`src/rtl/lsfc_pkg.sv`:
```
package lsfc_pkg;

    localparam int RANGE_BITS  = 16;
    localparam int MAX_SAMPLES = 1024;
    localparam int WIN         = 12;
    localparam int LAG         = 6;
    localparam int SLOPE_SPAN  = 3;
    localparam int SEG_BACK    = 5;

    localparam int DIST_W      = 16;
    localparam int S_DATA_W    = 16;
    localparam int M_DATA_W    = 16;

    localparam int COUNT_W     = 11;
    localparam int COUNT_MAX   = 2**COUNT_W - 1;
    localparam int INDEX_W     = 10;
    localparam int INDEX_CAP   = (MAX_SAMPLES - 1 < 2**INDEX_W - 1) ?
                                 MAX_SAMPLES - 1 : 2**INDEX_W - 1;
    localparam int CLASS_W     = 3;
    localparam int OFF_W       = 3;

    localparam int NUM_AGES    = LAG + 1;
    localparam int NUM_SLOPES  = WIN - SLOPE_SPAN;
    localparam int T_N         = SEG_BACK + SLOPE_SPAN + 1;
    localparam int EXT_N       = 2 * SLOPE_SPAN + NUM_SLOPES;
    localparam int EXT_W       = $clog2(EXT_N);

    localparam int SLOPE_W     = RANGE_BITS + 1;
    localparam int DIFF_W      = RANGE_BITS + 2;

    localparam int THR_W       = 16;
    localparam int MAXR_W      = 16;
    localparam int LIMIT_W     = 17;
    localparam int CFG_W       = 17;
    localparam int CFG_ADDR_W  = 2;

    localparam int JCMP_W      = (RANGE_BITS > THR_W) ? RANGE_BITS : THR_W;
    localparam int RCMP_W      = (RANGE_BITS > MAXR_W) ? RANGE_BITS : MAXR_W;
    localparam int SCMP_W      = (DIFF_W > LIMIT_W) ? DIFF_W : LIMIT_W;

    localparam int QUEUE_DEPTH = 4;
    localparam int QPTR_W      = $clog2(QUEUE_DEPTH);

    localparam logic [CFG_ADDR_W-1:0] REG_BREAK_THR      = 2'd0;
    localparam logic [CFG_ADDR_W-1:0] REG_MAX_RANGE      = 2'd1;
    localparam logic [CFG_ADDR_W-1:0] REG_STRAIGHT_LIMIT = 2'd2;

    localparam logic [THR_W-1:0]   RESET_BREAK_THR      = 16'd100;
    localparam logic [MAXR_W-1:0]  RESET_MAX_RANGE      = 16'd4000;
    localparam logic [LIMIT_W-1:0] RESET_STRAIGHT_LIMIT = 17'd50;

    typedef enum logic [CLASS_W-1:0] {
        CLASS_NONE    = 3'd0,
        CLASS_BREAK   = 3'd1,
        CLASS_CORNER  = 3'd2,
        CLASS_SEGMENT = 3'd3,
        CLASS_CURVE   = 3'd4
    } feature_class_t;

    typedef struct packed {
        logic [THR_W-1:0]   break_thr;
        logic [MAXR_W-1:0]  max_range;
        logic [LIMIT_W-1:0] straight_limit;
    } cfg_t;

    typedef struct packed {
        logic                                   last;
        logic [COUNT_W-1:0]                     pos;
        logic [OFF_W-1:0]                       off_start;
        logic [NUM_AGES-1:0]                    none_flags;
        logic [NUM_AGES-1:0]                    jump_flags;
        logic [NUM_SLOPES-1:0][SLOPE_W-1:0]     slopes;
    } job_t;

endpackage

```
`src/rtl/lsfc_front.sv`:
```
module lsfc_front
    import lsfc_pkg::*;
(
    input  logic                aclk,
    input  logic                aresetn,
    input  logic                s_tvalid,
    output logic                s_tready,
    input  logic [S_DATA_W-1:0] s_tdata,   // [15:0] distance
    input  logic                s_tlast,
    input  cfg_t                cfg,
    input  logic                q_full,
    output logic                push,
    output job_t                push_job
);

    logic [RANGE_BITS-1:0] window_reg [WIN];
    logic [RANGE_BITS-1:0] w_shift    [WIN];
    logic [COUNT_W-1:0]    count_reg;
    logic                  accept;

    assign s_tready = !q_full;
    assign accept   = s_tvalid && s_tready;

    always_comb begin
        w_shift[0] = s_tdata[RANGE_BITS-1:0];
        for (int a = 1; a < WIN; a++) begin
            w_shift[a] = window_reg[a-1];
        end
    end

    always_comb begin
        logic signed [SLOPE_W-1:0] jd;
        logic [SLOPE_W-1:0]        jmag;
        push_job.last = s_tlast;
        push_job.pos  = count_reg;
        if (s_tlast && count_reg < COUNT_W'(LAG)) begin
            push_job.off_start = count_reg[OFF_W-1:0];
        end else begin
            push_job.off_start = OFF_W'(LAG);
        end
        for (int a = 0; a < NUM_AGES; a++) begin
            push_job.none_flags[a] =
                RCMP_W'(w_shift[a]) >= RCMP_W'(cfg.max_range);
            jd = $signed({1'b0, w_shift[a+1]}) - $signed({1'b0, w_shift[a]});
            jmag = jd[SLOPE_W-1] ? SLOPE_W'(-jd) : SLOPE_W'(jd);
            push_job.jump_flags[a] = JCMP_W'(jmag[RANGE_BITS-1:0]) > JCMP_W'(cfg.break_thr);
        end
        for (int k = 0; k < NUM_SLOPES; k++) begin
            if (count_reg >= COUNT_W'(k + SLOPE_SPAN)) begin
                push_job.slopes[k] = $signed({1'b0, w_shift[k]})
                                   - $signed({1'b0, w_shift[k+SLOPE_SPAN]});
            end else begin
                push_job.slopes[k] = '0;
            end
        end
        jd   = '0;
        jmag = '0;
    end

    assign push = accept && (s_tlast || count_reg >= COUNT_W'(LAG));

    always_ff @(posedge aclk) begin
        if (!aresetn) begin
            count_reg <= '0;
            for (int a = 0; a < WIN; a++) begin
                window_reg[a] <= '0;
            end
        end else if (accept) begin
            if (s_tlast) begin
                count_reg <= '0;
                for (int a = 0; a < WIN; a++) begin
                    window_reg[a] <= '0;
                end
            end else begin
                if (count_reg != COUNT_W'(COUNT_MAX)) begin
                    count_reg <= count_reg + 1'b1;
                end
                for (int a = 0; a < WIN; a++) begin
                    window_reg[a] <= w_shift[a];
                end
            end
        end
    end

endmodule

```
`src/rtl/lsfc_queue.sv`:
```
module lsfc_queue
    import lsfc_pkg::*;
(
    input  logic aclk,
    input  logic aresetn,
    input  logic push,
    input  job_t push_job,
    output logic full,
    input  logic pop,
    output logic head_valid,
    output job_t head_job
);

    job_t              mem [QUEUE_DEPTH];
    logic [QPTR_W-1:0] wr_ptr_reg;
    logic [QPTR_W-1:0] rd_ptr_reg;
    logic [QPTR_W:0]   fill_reg;
    logic [QPTR_W:0]   fill_next;

    assign full       = fill_reg == (QPTR_W+1)'(QUEUE_DEPTH);
    assign head_valid = fill_reg != '0;
    assign head_job   = mem[rd_ptr_reg];

    always_comb begin
        fill_next = fill_reg;
        if (push && !pop) begin
            fill_next = fill_reg + 1'b1;
        end else if (pop && !push) begin
            fill_next = fill_reg - 1'b1;
        end
    end

    always_ff @(posedge aclk) begin
        if (push) begin
            mem[wr_ptr_reg] <= push_job;
        end
    end

    always_ff @(posedge aclk) begin
        if (!aresetn) begin
            wr_ptr_reg <= '0;
            rd_ptr_reg <= '0;
            fill_reg   <= '0;
        end else begin
            fill_reg <= fill_next;
            if (push) begin
                wr_ptr_reg <= wr_ptr_reg + 1'b1;
            end
            if (pop) begin
                rd_ptr_reg <= rd_ptr_reg + 1'b1;
            end
        end
    end

endmodule

```
`src/rtl/lsfc_back.sv`:
```
module lsfc_back
    import lsfc_pkg::*;
(
    input  logic                aclk,
    input  logic                aresetn,
    input  logic                head_valid,
    input  job_t                head_job,
    input  cfg_t                cfg,
    output logic                pop,
    output logic                m_tvalid,
    input  logic                m_tready,
    output logic [M_DATA_W-1:0] m_tdata,   // [9:0] sample_index, [12:10] feature_class
    output logic                m_tlast
);

    logic                      active_reg;
    logic [OFF_W-1:0]          off_reg;
    logic                      m_tvalid_reg;
    logic [INDEX_W-1:0]        index_reg;
    feature_class_t            class_reg;
    logic                      end_reg;

    logic [OFF_W-1:0]          off;
    logic [OFF_W-1:0]          off_lo;
    logic                      emit;
    logic signed [SLOPE_W-1:0] ext [EXT_N];
    logic signed [SLOPE_W-1:0] t   [T_N];
    logic [T_N-1:0]            pos_s;
    logic [T_N-1:0]            neg_s;
    logic                      straight;
    logic                      corner;
    logic                      is_break;
    logic [COUNT_W-1:0]        pos_i;
    logic [INDEX_W-1:0]        index_c;
    feature_class_t            class_c;

    assign off    = active_reg ? off_reg : head_job.off_start;
    assign off_lo = head_job.last ? '0 : OFF_W'(LAG);
    assign emit   = head_valid && (!m_tvalid_reg || m_tready);
    assign pop    = emit && (off == off_lo);

    always_comb begin
        logic [EXT_W-1:0] idx;
        for (int e = 0; e < 2 * SLOPE_SPAN; e++) begin
            ext[e] = '0;
        end
        for (int k = 0; k < NUM_SLOPES; k++) begin
            ext[k + 2 * SLOPE_SPAN] = $signed(head_job.slopes[k]);
        end
        for (int n = 0; n < T_N; n++) begin
            idx   = EXT_W'(off) + EXT_W'(SEG_BACK + SLOPE_SPAN - n);
            t[n]  = ext[idx];
            neg_s[n] = t[n][SLOPE_W-1];
            pos_s[n] = !t[n][SLOPE_W-1] && (t[n] != '0);
        end
    end

    function automatic logic same_sign(input logic pa, input logic na,
                                       input logic pb, input logic nb);
        return (pa && pb) || (na && nb);
    endfunction

    always_comb begin
        corner = ((pos_s[6] && neg_s[4]) || (neg_s[6] && pos_s[4]))
              && same_sign(pos_s[3], neg_s[3], pos_s[4], neg_s[4])
              && same_sign(pos_s[5], neg_s[5], pos_s[6], neg_s[6])
              && same_sign(pos_s[2], neg_s[2], pos_s[3], neg_s[3])
              && same_sign(pos_s[6], neg_s[6], pos_s[7], neg_s[7])
              && same_sign(pos_s[1], neg_s[1], pos_s[2], neg_s[2])
              && same_sign(pos_s[7], neg_s[7], pos_s[8], neg_s[8]);
    end

    always_comb begin
        logic signed [DIFF_W-1:0] d;
        logic [DIFF_W-1:0]        mag;
        straight = 1'b1;
        for (int q = 0; q < T_N - 2; q++) begin
            d   = DIFF_W'(t[q+1]) - DIFF_W'(t[q]);
            mag = d[DIFF_W-1] ? DIFF_W'(-d) : DIFF_W'(d);
            if (!(SCMP_W'(mag) < SCMP_W'(cfg.straight_limit))) begin
                straight = 1'b0;
            end
        end
    end

    always_comb begin
        is_break = (off == '0) || (COUNT_W'(off) == head_job.pos)
                || head_job.jump_flags[off];
        if (off != '0) begin
            is_break = is_break || head_job.jump_flags[off - 1'b1];
        end
        priority if (head_job.none_flags[off]) begin
            class_c = CLASS_NONE;
        end else if (is_break) begin
            class_c = CLASS_BREAK;
        end else if (corner) begin
            class_c = CLASS_CORNER;
        end else if (straight) begin
            class_c = CLASS_SEGMENT;
        end else begin
            class_c = CLASS_CURVE;
        end
    end

    assign pos_i   = head_job.pos - COUNT_W'(off);
    assign index_c = (pos_i > COUNT_W'(INDEX_CAP)) ? INDEX_W'(INDEX_CAP)
                                                   : pos_i[INDEX_W-1:0];

    always_ff @(posedge aclk) begin
        if (!aresetn) begin
            active_reg   <= 1'b0;
            off_reg      <= '0;
            m_tvalid_reg <= 1'b0;
        end else begin
            if (emit) begin
                m_tvalid_reg <= 1'b1;
                if (pop) begin
                    active_reg <= 1'b0;
                end else begin
                    active_reg <= 1'b1;
                    off_reg    <= off - 1'b1;
                end
            end else if (m_tready) begin
                m_tvalid_reg <= 1'b0;
            end
        end
    end

    always_ff @(posedge aclk) begin
        if (emit) begin
            index_reg <= index_c;
            class_reg <= class_c;
            end_reg   <= head_job.last && (off == '0);
        end
    end

    assign m_tvalid = m_tvalid_reg;
    assign m_tdata  = {(M_DATA_W - INDEX_W - CLASS_W)'(0), class_reg, index_reg};
    assign m_tlast  = end_reg;

    a_flush_holds_head: assert property (@(posedge aclk) disable iff (!aresetn)
        active_reg |-> head_valid)
        else $error("flush in progress without a job at the queue head");

    a_single_offset: assert property (@(posedge aclk) disable iff (!aresetn)
        head_valid && !head_job.last |-> !active_reg && off == OFF_W'(LAG))
        else $error("mid-scan job not at the lag offset");

    a_flush_bound: assert property (@(posedge aclk) disable iff (!aresetn)
        head_valid && head_job.last |-> off <= head_job.off_start)
        else $error("flush offset above its start");

    a_end_on_pop: assert property (@(posedge aclk) disable iff (!aresetn)
        emit && head_job.last && off == '0 |-> pop)
        else $error("final sample emitted without retiring the job");

endmodule

```
`src/rtl/lidar_scan_feature_classifier_core.sv`:
```
// Classifies a stream of scan ranges, one sample per clock while the job
// queue is not full, into none, breakpoint, corner, segment or curve. A
// sample's result leaves once the sample six positions later is taken, so
// the first six samples of a scan produce nothing at first; the transaction
// with tlast set then flushes every pending sample, up to seven results, one
// per cycle while m_tready allows, the last one carrying m_tlast. The front
// end builds each job combinationally; results pass through a four-entry
// job queue to the back end, which emits one result per cycle while m_tready
// allows, so input keeps flowing during a flush until the queue fills.
// Registers are written through cfg_wr_en/cfg_addr/cfg_wdata by the user
// only while no scan is in flight, which the block does not enforce; index
// 0 break threshold, 1 max range, 2 straight limit.
module lidar_scan_feature_classifier_core
    import lsfc_pkg::*;
(
    input  logic                  aclk,
    input  logic                  aresetn,
    input  logic                  s_tvalid,
    output logic                  s_tready,
    input  logic [S_DATA_W-1:0]   s_tdata,   // [15:0] distance
    input  logic                  s_tlast,   // last_sample
    output logic                  m_tvalid,
    input  logic                  m_tready,
    output logic [M_DATA_W-1:0]   m_tdata,   // [9:0] sample_index, [12:10] feature_class
    output logic                  m_tlast,   // scan_end
    input  logic                  cfg_wr_en,
    input  logic [CFG_ADDR_W-1:0] cfg_addr,
    input  logic [CFG_W-1:0]      cfg_wdata
);

    cfg_t cfg_reg;
    logic q_full;
    logic push;
    job_t push_job;
    logic pop;
    logic head_valid;
    job_t head_job;

    always_ff @(posedge aclk) begin
        if (!aresetn) begin
            cfg_reg.break_thr      <= RESET_BREAK_THR;
            cfg_reg.max_range      <= RESET_MAX_RANGE;
            cfg_reg.straight_limit <= RESET_STRAIGHT_LIMIT;
        end else if (cfg_wr_en) begin
            if (cfg_addr == REG_BREAK_THR) begin
                cfg_reg.break_thr <= cfg_wdata[THR_W-1:0];
            end
            if (cfg_addr == REG_MAX_RANGE) begin
                cfg_reg.max_range <= cfg_wdata[MAXR_W-1:0];
            end
            if (cfg_addr == REG_STRAIGHT_LIMIT) begin
                cfg_reg.straight_limit <= cfg_wdata[LIMIT_W-1:0];
            end
        end
    end

    lsfc_front u_front (
        .aclk     (aclk),
        .aresetn  (aresetn),
        .s_tvalid (s_tvalid),
        .s_tready (s_tready),
        .s_tdata  (s_tdata),
        .s_tlast  (s_tlast),
        .cfg      (cfg_reg),
        .q_full   (q_full),
        .push     (push),
        .push_job (push_job)
    );

    lsfc_queue u_queue (
        .aclk       (aclk),
        .aresetn    (aresetn),
        .push       (push),
        .push_job   (push_job),
        .full       (q_full),
        .pop        (pop),
        .head_valid (head_valid),
        .head_job   (head_job)
    );

    lsfc_back u_back (
        .aclk       (aclk),
        .aresetn    (aresetn),
        .head_valid (head_valid),
        .head_job   (head_job),
        .cfg        (cfg_reg),
        .pop        (pop),
        .m_tvalid   (m_tvalid),
        .m_tready   (m_tready),
        .m_tdata    (m_tdata),
        .m_tlast    (m_tlast)
    );

endmodule
```
`config.mk`:
```
export PLATFORM = sky130hd
export DESIGN_NAME = lidar_scan_feature_classifier_core
export DESIGN_NICKNAME = d
export VERILOG_FILES = /design/src/rtl/lsfc_pkg.sv /design/src/rtl/lsfc_front.sv /design/src/rtl/lsfc_queue.sv /design/src/rtl/lsfc_back.sv /design/src/rtl/lidar_scan_feature_classifier_core.sv
export SDC_FILE = /design/constraint.sdc
export NUM_CORES = 2
export LEC_CHECK = 0
export ABC_AREA = 1
export BUFFER_PORTS_ARGS = -buffer_cell sky130_fd_sc_hd__buf_2
export CAP_MARGIN = 20
export CORE_UTILIZATION = 25
export DETAILED_ROUTE_END_ITERATION = 7
export PLACE_DENSITY = 0.41
export SYNTH_ARGS = -nofsm -noshare
export SYNTH_HDL_FRONTEND = slang
export SYNTH_SLANG_ARGS = --single-unit
```
`constraint.sdc`:
```
create_clock -name aclk -period 12 [get_ports aclk]
set_clock_uncertainty 0.2 [all_clocks]
set_input_delay 1.2 -clock aclk [delete_from_list [all_inputs] [get_ports aclk]]
set_output_delay 1.2 -clock aclk [all_outputs]
set_load 0.05 [all_outputs]
```
==> impl_metrics.tcl <==
set metrics [dict create \
    status "finished clean" \
    arrival_ps 10610 \
    grt_pass1_vias 62000 \
    cts_made_buffers 117 \
    grt_pass1_wl_microns 450000 \
    stdcell_count 13200 \
    wl_met3_microns 15800 \
    yosys_warnings 0 \
    globalplace.congestion 0.982 \
    syn-cell-area_sq_um 74300 \
    fin_nets 9939 \
    synthArstFlopShare_pct 0 \
    synth.avg_cell_area_sq_um 8.14 \
    syn_to_final_growth_pct 12.0 \
    vias_per_cell 4.92 \
    fin_tns_setup_ps 0 \
    ant_nets 0 \
    postCtsResizedCells 0 \
    cts_root_buf "clkbuf_16" \
    worst-path-buf-inv 7 \
    cpPeakStageDelay_ps 690 \
    cts_hold_repair.buffers 0 \
    drive_gt1_share_pct 5.45 \
    postSynthCellCount 9122 \
    top_level_ports 60 \
    cts_tree "built" \
    vias 64800 \
    critPathKind "flop to flop" \
    io_buffers 56 \
    maxCapViolCount 0 \
    critPathMostFrequentCell "nand2_1" \
    fillers 31800 \
    clkLatencyLatePin_ps 820 \
    chipHeight_microns 547 \
    core_area_sq_um 295000 \
    timing.slew.headroom_pct 21.0 \
    die_w_microns 547 \
    reg2regPathDepth 48 \
    whs_path_depth 2 \
    synth_edf_count 918 \
    rows 199 \
    hold_violations 0 \
    drtIter0Drc 5769 \
    drc 0 \
    placed_cells 12900 \
    drv_slew 0 \
    worst_slack_ps 1790 \
    ys_ff_latch 992 \
    clk_path_buf_depth 3 \
    place_ws_ps 2050 \
    endpoint_kind "flop" \
    ys_seq_area_share_pct 39.1 \
    dr.pass1.iters 8 \
    yosysUniqueCellTypes 72 \
    cts_setup_buffers 0 \
    cpMaxStageDelayCell "inv_2" \
    period_minus_slack_ps 10210 \
    cts_max_level 3 \
    met1Wirelength_microns 144000 \
    grt_max_degree 124 \
    top_layer_used "met5" \
    largest_reg_flops 728 \
    wl_per_cell_microns 24.2 \
    initial_core_util_pct 25.2 \
    period_share_pct 85.0 \
    hold_path_class "flop to flop" \
    r2r_slack_ps 1790 \
    cp.required_ps 12410 \
    finalSetupViolCount 0 \
    worstHoldStart "cfg_reg[42]$_SDFFE_PN0P_" \
    hold_end "cfg_reg[42]$_SDFFE_PN0P_" \
    routed_wirelength_microns 318000 \
    worstSetupStartpointType "flop" \
    antenna_found_initial 18 \
    clk_pin_slew_ps 60 \
    rr_endpoint "u_back.class_reg[0]$_SDFFCE_PP0P_" \
    worst_slew_pin_slew_ps 1170 \
    cp_max_fo 123 \
    met2_length_microns 144000 \
    cts.sinks 992 \
    groute.usage.overall_pct 20.8 \
    max_freq_mhz 98.0 \
    gr-total-overflow 0 \
    rsz0062_at_grt "false" \
    crit_family "simple AND/OR/NAND/NOR gates" \
    synth_ff_type "edfxtp_1" \
    dp.final_hpwl_microns 250000 \
    die_area_sq_um 299000 \
]
==> stage by stage <==
step           util (%)  area [sq um]  hold WS, ps
4_1_cts            28.2         83100          258
3_3_place_gp       26.8         79000          240
2_1_floorplan         -         74300          257
5_1_grt            28.2         83100          271
3_5_place_dp       26.8         79100          250
6_report           28.2         83200          255
==> worst max-delay path by stage <==
stage	slack [ps]	depth (start not counted)	endpoint	startpoint
final	1790	48	u_back.class_reg[0]$_SDFFCE_PP0P_	flop
after global routing	980	48	u_back.class_reg[0]$_SDFFCE_PP0P_	flop
after CTS	1920	48	u_back.class_reg[0]$_SDFFCE_PP0P_	flop
after detailed placement	2050	47	u_back.class_reg[1]$_SDFFCE_PP0P_	flop
after global placement	1960	48	u_back.class_reg[0]$_SDFFCE_PP0P_	flop
after floorplan	1900	4	u_queue.mem[0][0]$_DFFE_PP_	s_tvalid
==> routing by layer <==
layer  GRT usage [%]  up-vias
met5               0        -
met4            8.91        4
met3            2.32      439
met2            33.8     1738
met1            27.8    31300
li1                -    31300
==> layout make-up <==
| class | instances | area (sq um) | area share, % |
|---|---|---|---|
| timing repair buffer | 189 | 1410 | 1.69 |
| sequential | 992 | 29100 | 34.9 |
| antenna | 9 | 22.5 | 0.0271 |
| clock inverter | 87 | 962 | 1.16 |
| clock buffer | 133 | 3020 | 3.63 |
| inverter | 1082 | 4080 | 4.91 |
| multi-input combinational | 6749 | 39700 | 47.8 |
| tap | 3919 | 4900 | 5.90 |
==> cells in the mapped netlist (97+ instances only) <==
master / count / share of area, %
a21oi_1: 664 / 4.5
buf_2: 97 / 0.65
clkbuf_1: 112 / 0.57
edfxtp_1: 918 / 37
ha_1: 742 / 12
inv_1: 1067 / 5.4
nand2_1: 2011 / 10
nand3_1: 535 / 3.6
nor2_1: 759 / 3.8
nor3_1: 121 / 0.82
o21ai_0: 680 / 4.6
xor2_1: 282 / 3.3
==> cells in the final DEF (no fill, tap or decap), types with 62 or more instances in the layout <==
cell       count
a21oi_1      664
buf_4        122
clkbuf_16    118
dfxtp_1       72
edfxtp_1     918
ha_1         741
inv_1       1065
nand2_1     2008
nand3_1      534
nand4_1       91
nor2_1       754
nor3_1       120
o21a_1        65
o21ai_0      680
o21ai_1       62
o21bai_1      79
xnor2_1       71
xor2_1       282
==> logic make-up after synthesis <==
family	after synthesis	synth area share [%]
simple gates	3698	20.9
compound gates	1921	14.9
buf+inv	1383	7.58
flops	992	39.1
fa+ha+maj	767	13.2
xor+xnor	356	4.23
mux	4	0.0539
other cells	1	0.00505
==> worst register-to-register path, delay by kind of cell (launching register included) <==
kind | cells | cell delay [ps]
compound gates | 11 | 2230
xor+xnor | 1 | 160
fa+ha+maj | 3 | 1100
buf+inv | 7 | 2180
flops | 1 | 590
simple gates | 26 | 3550
Power is not shown: default switching activity piles up to over one toggle a cycle in this logic, so the estimate is an artifact.
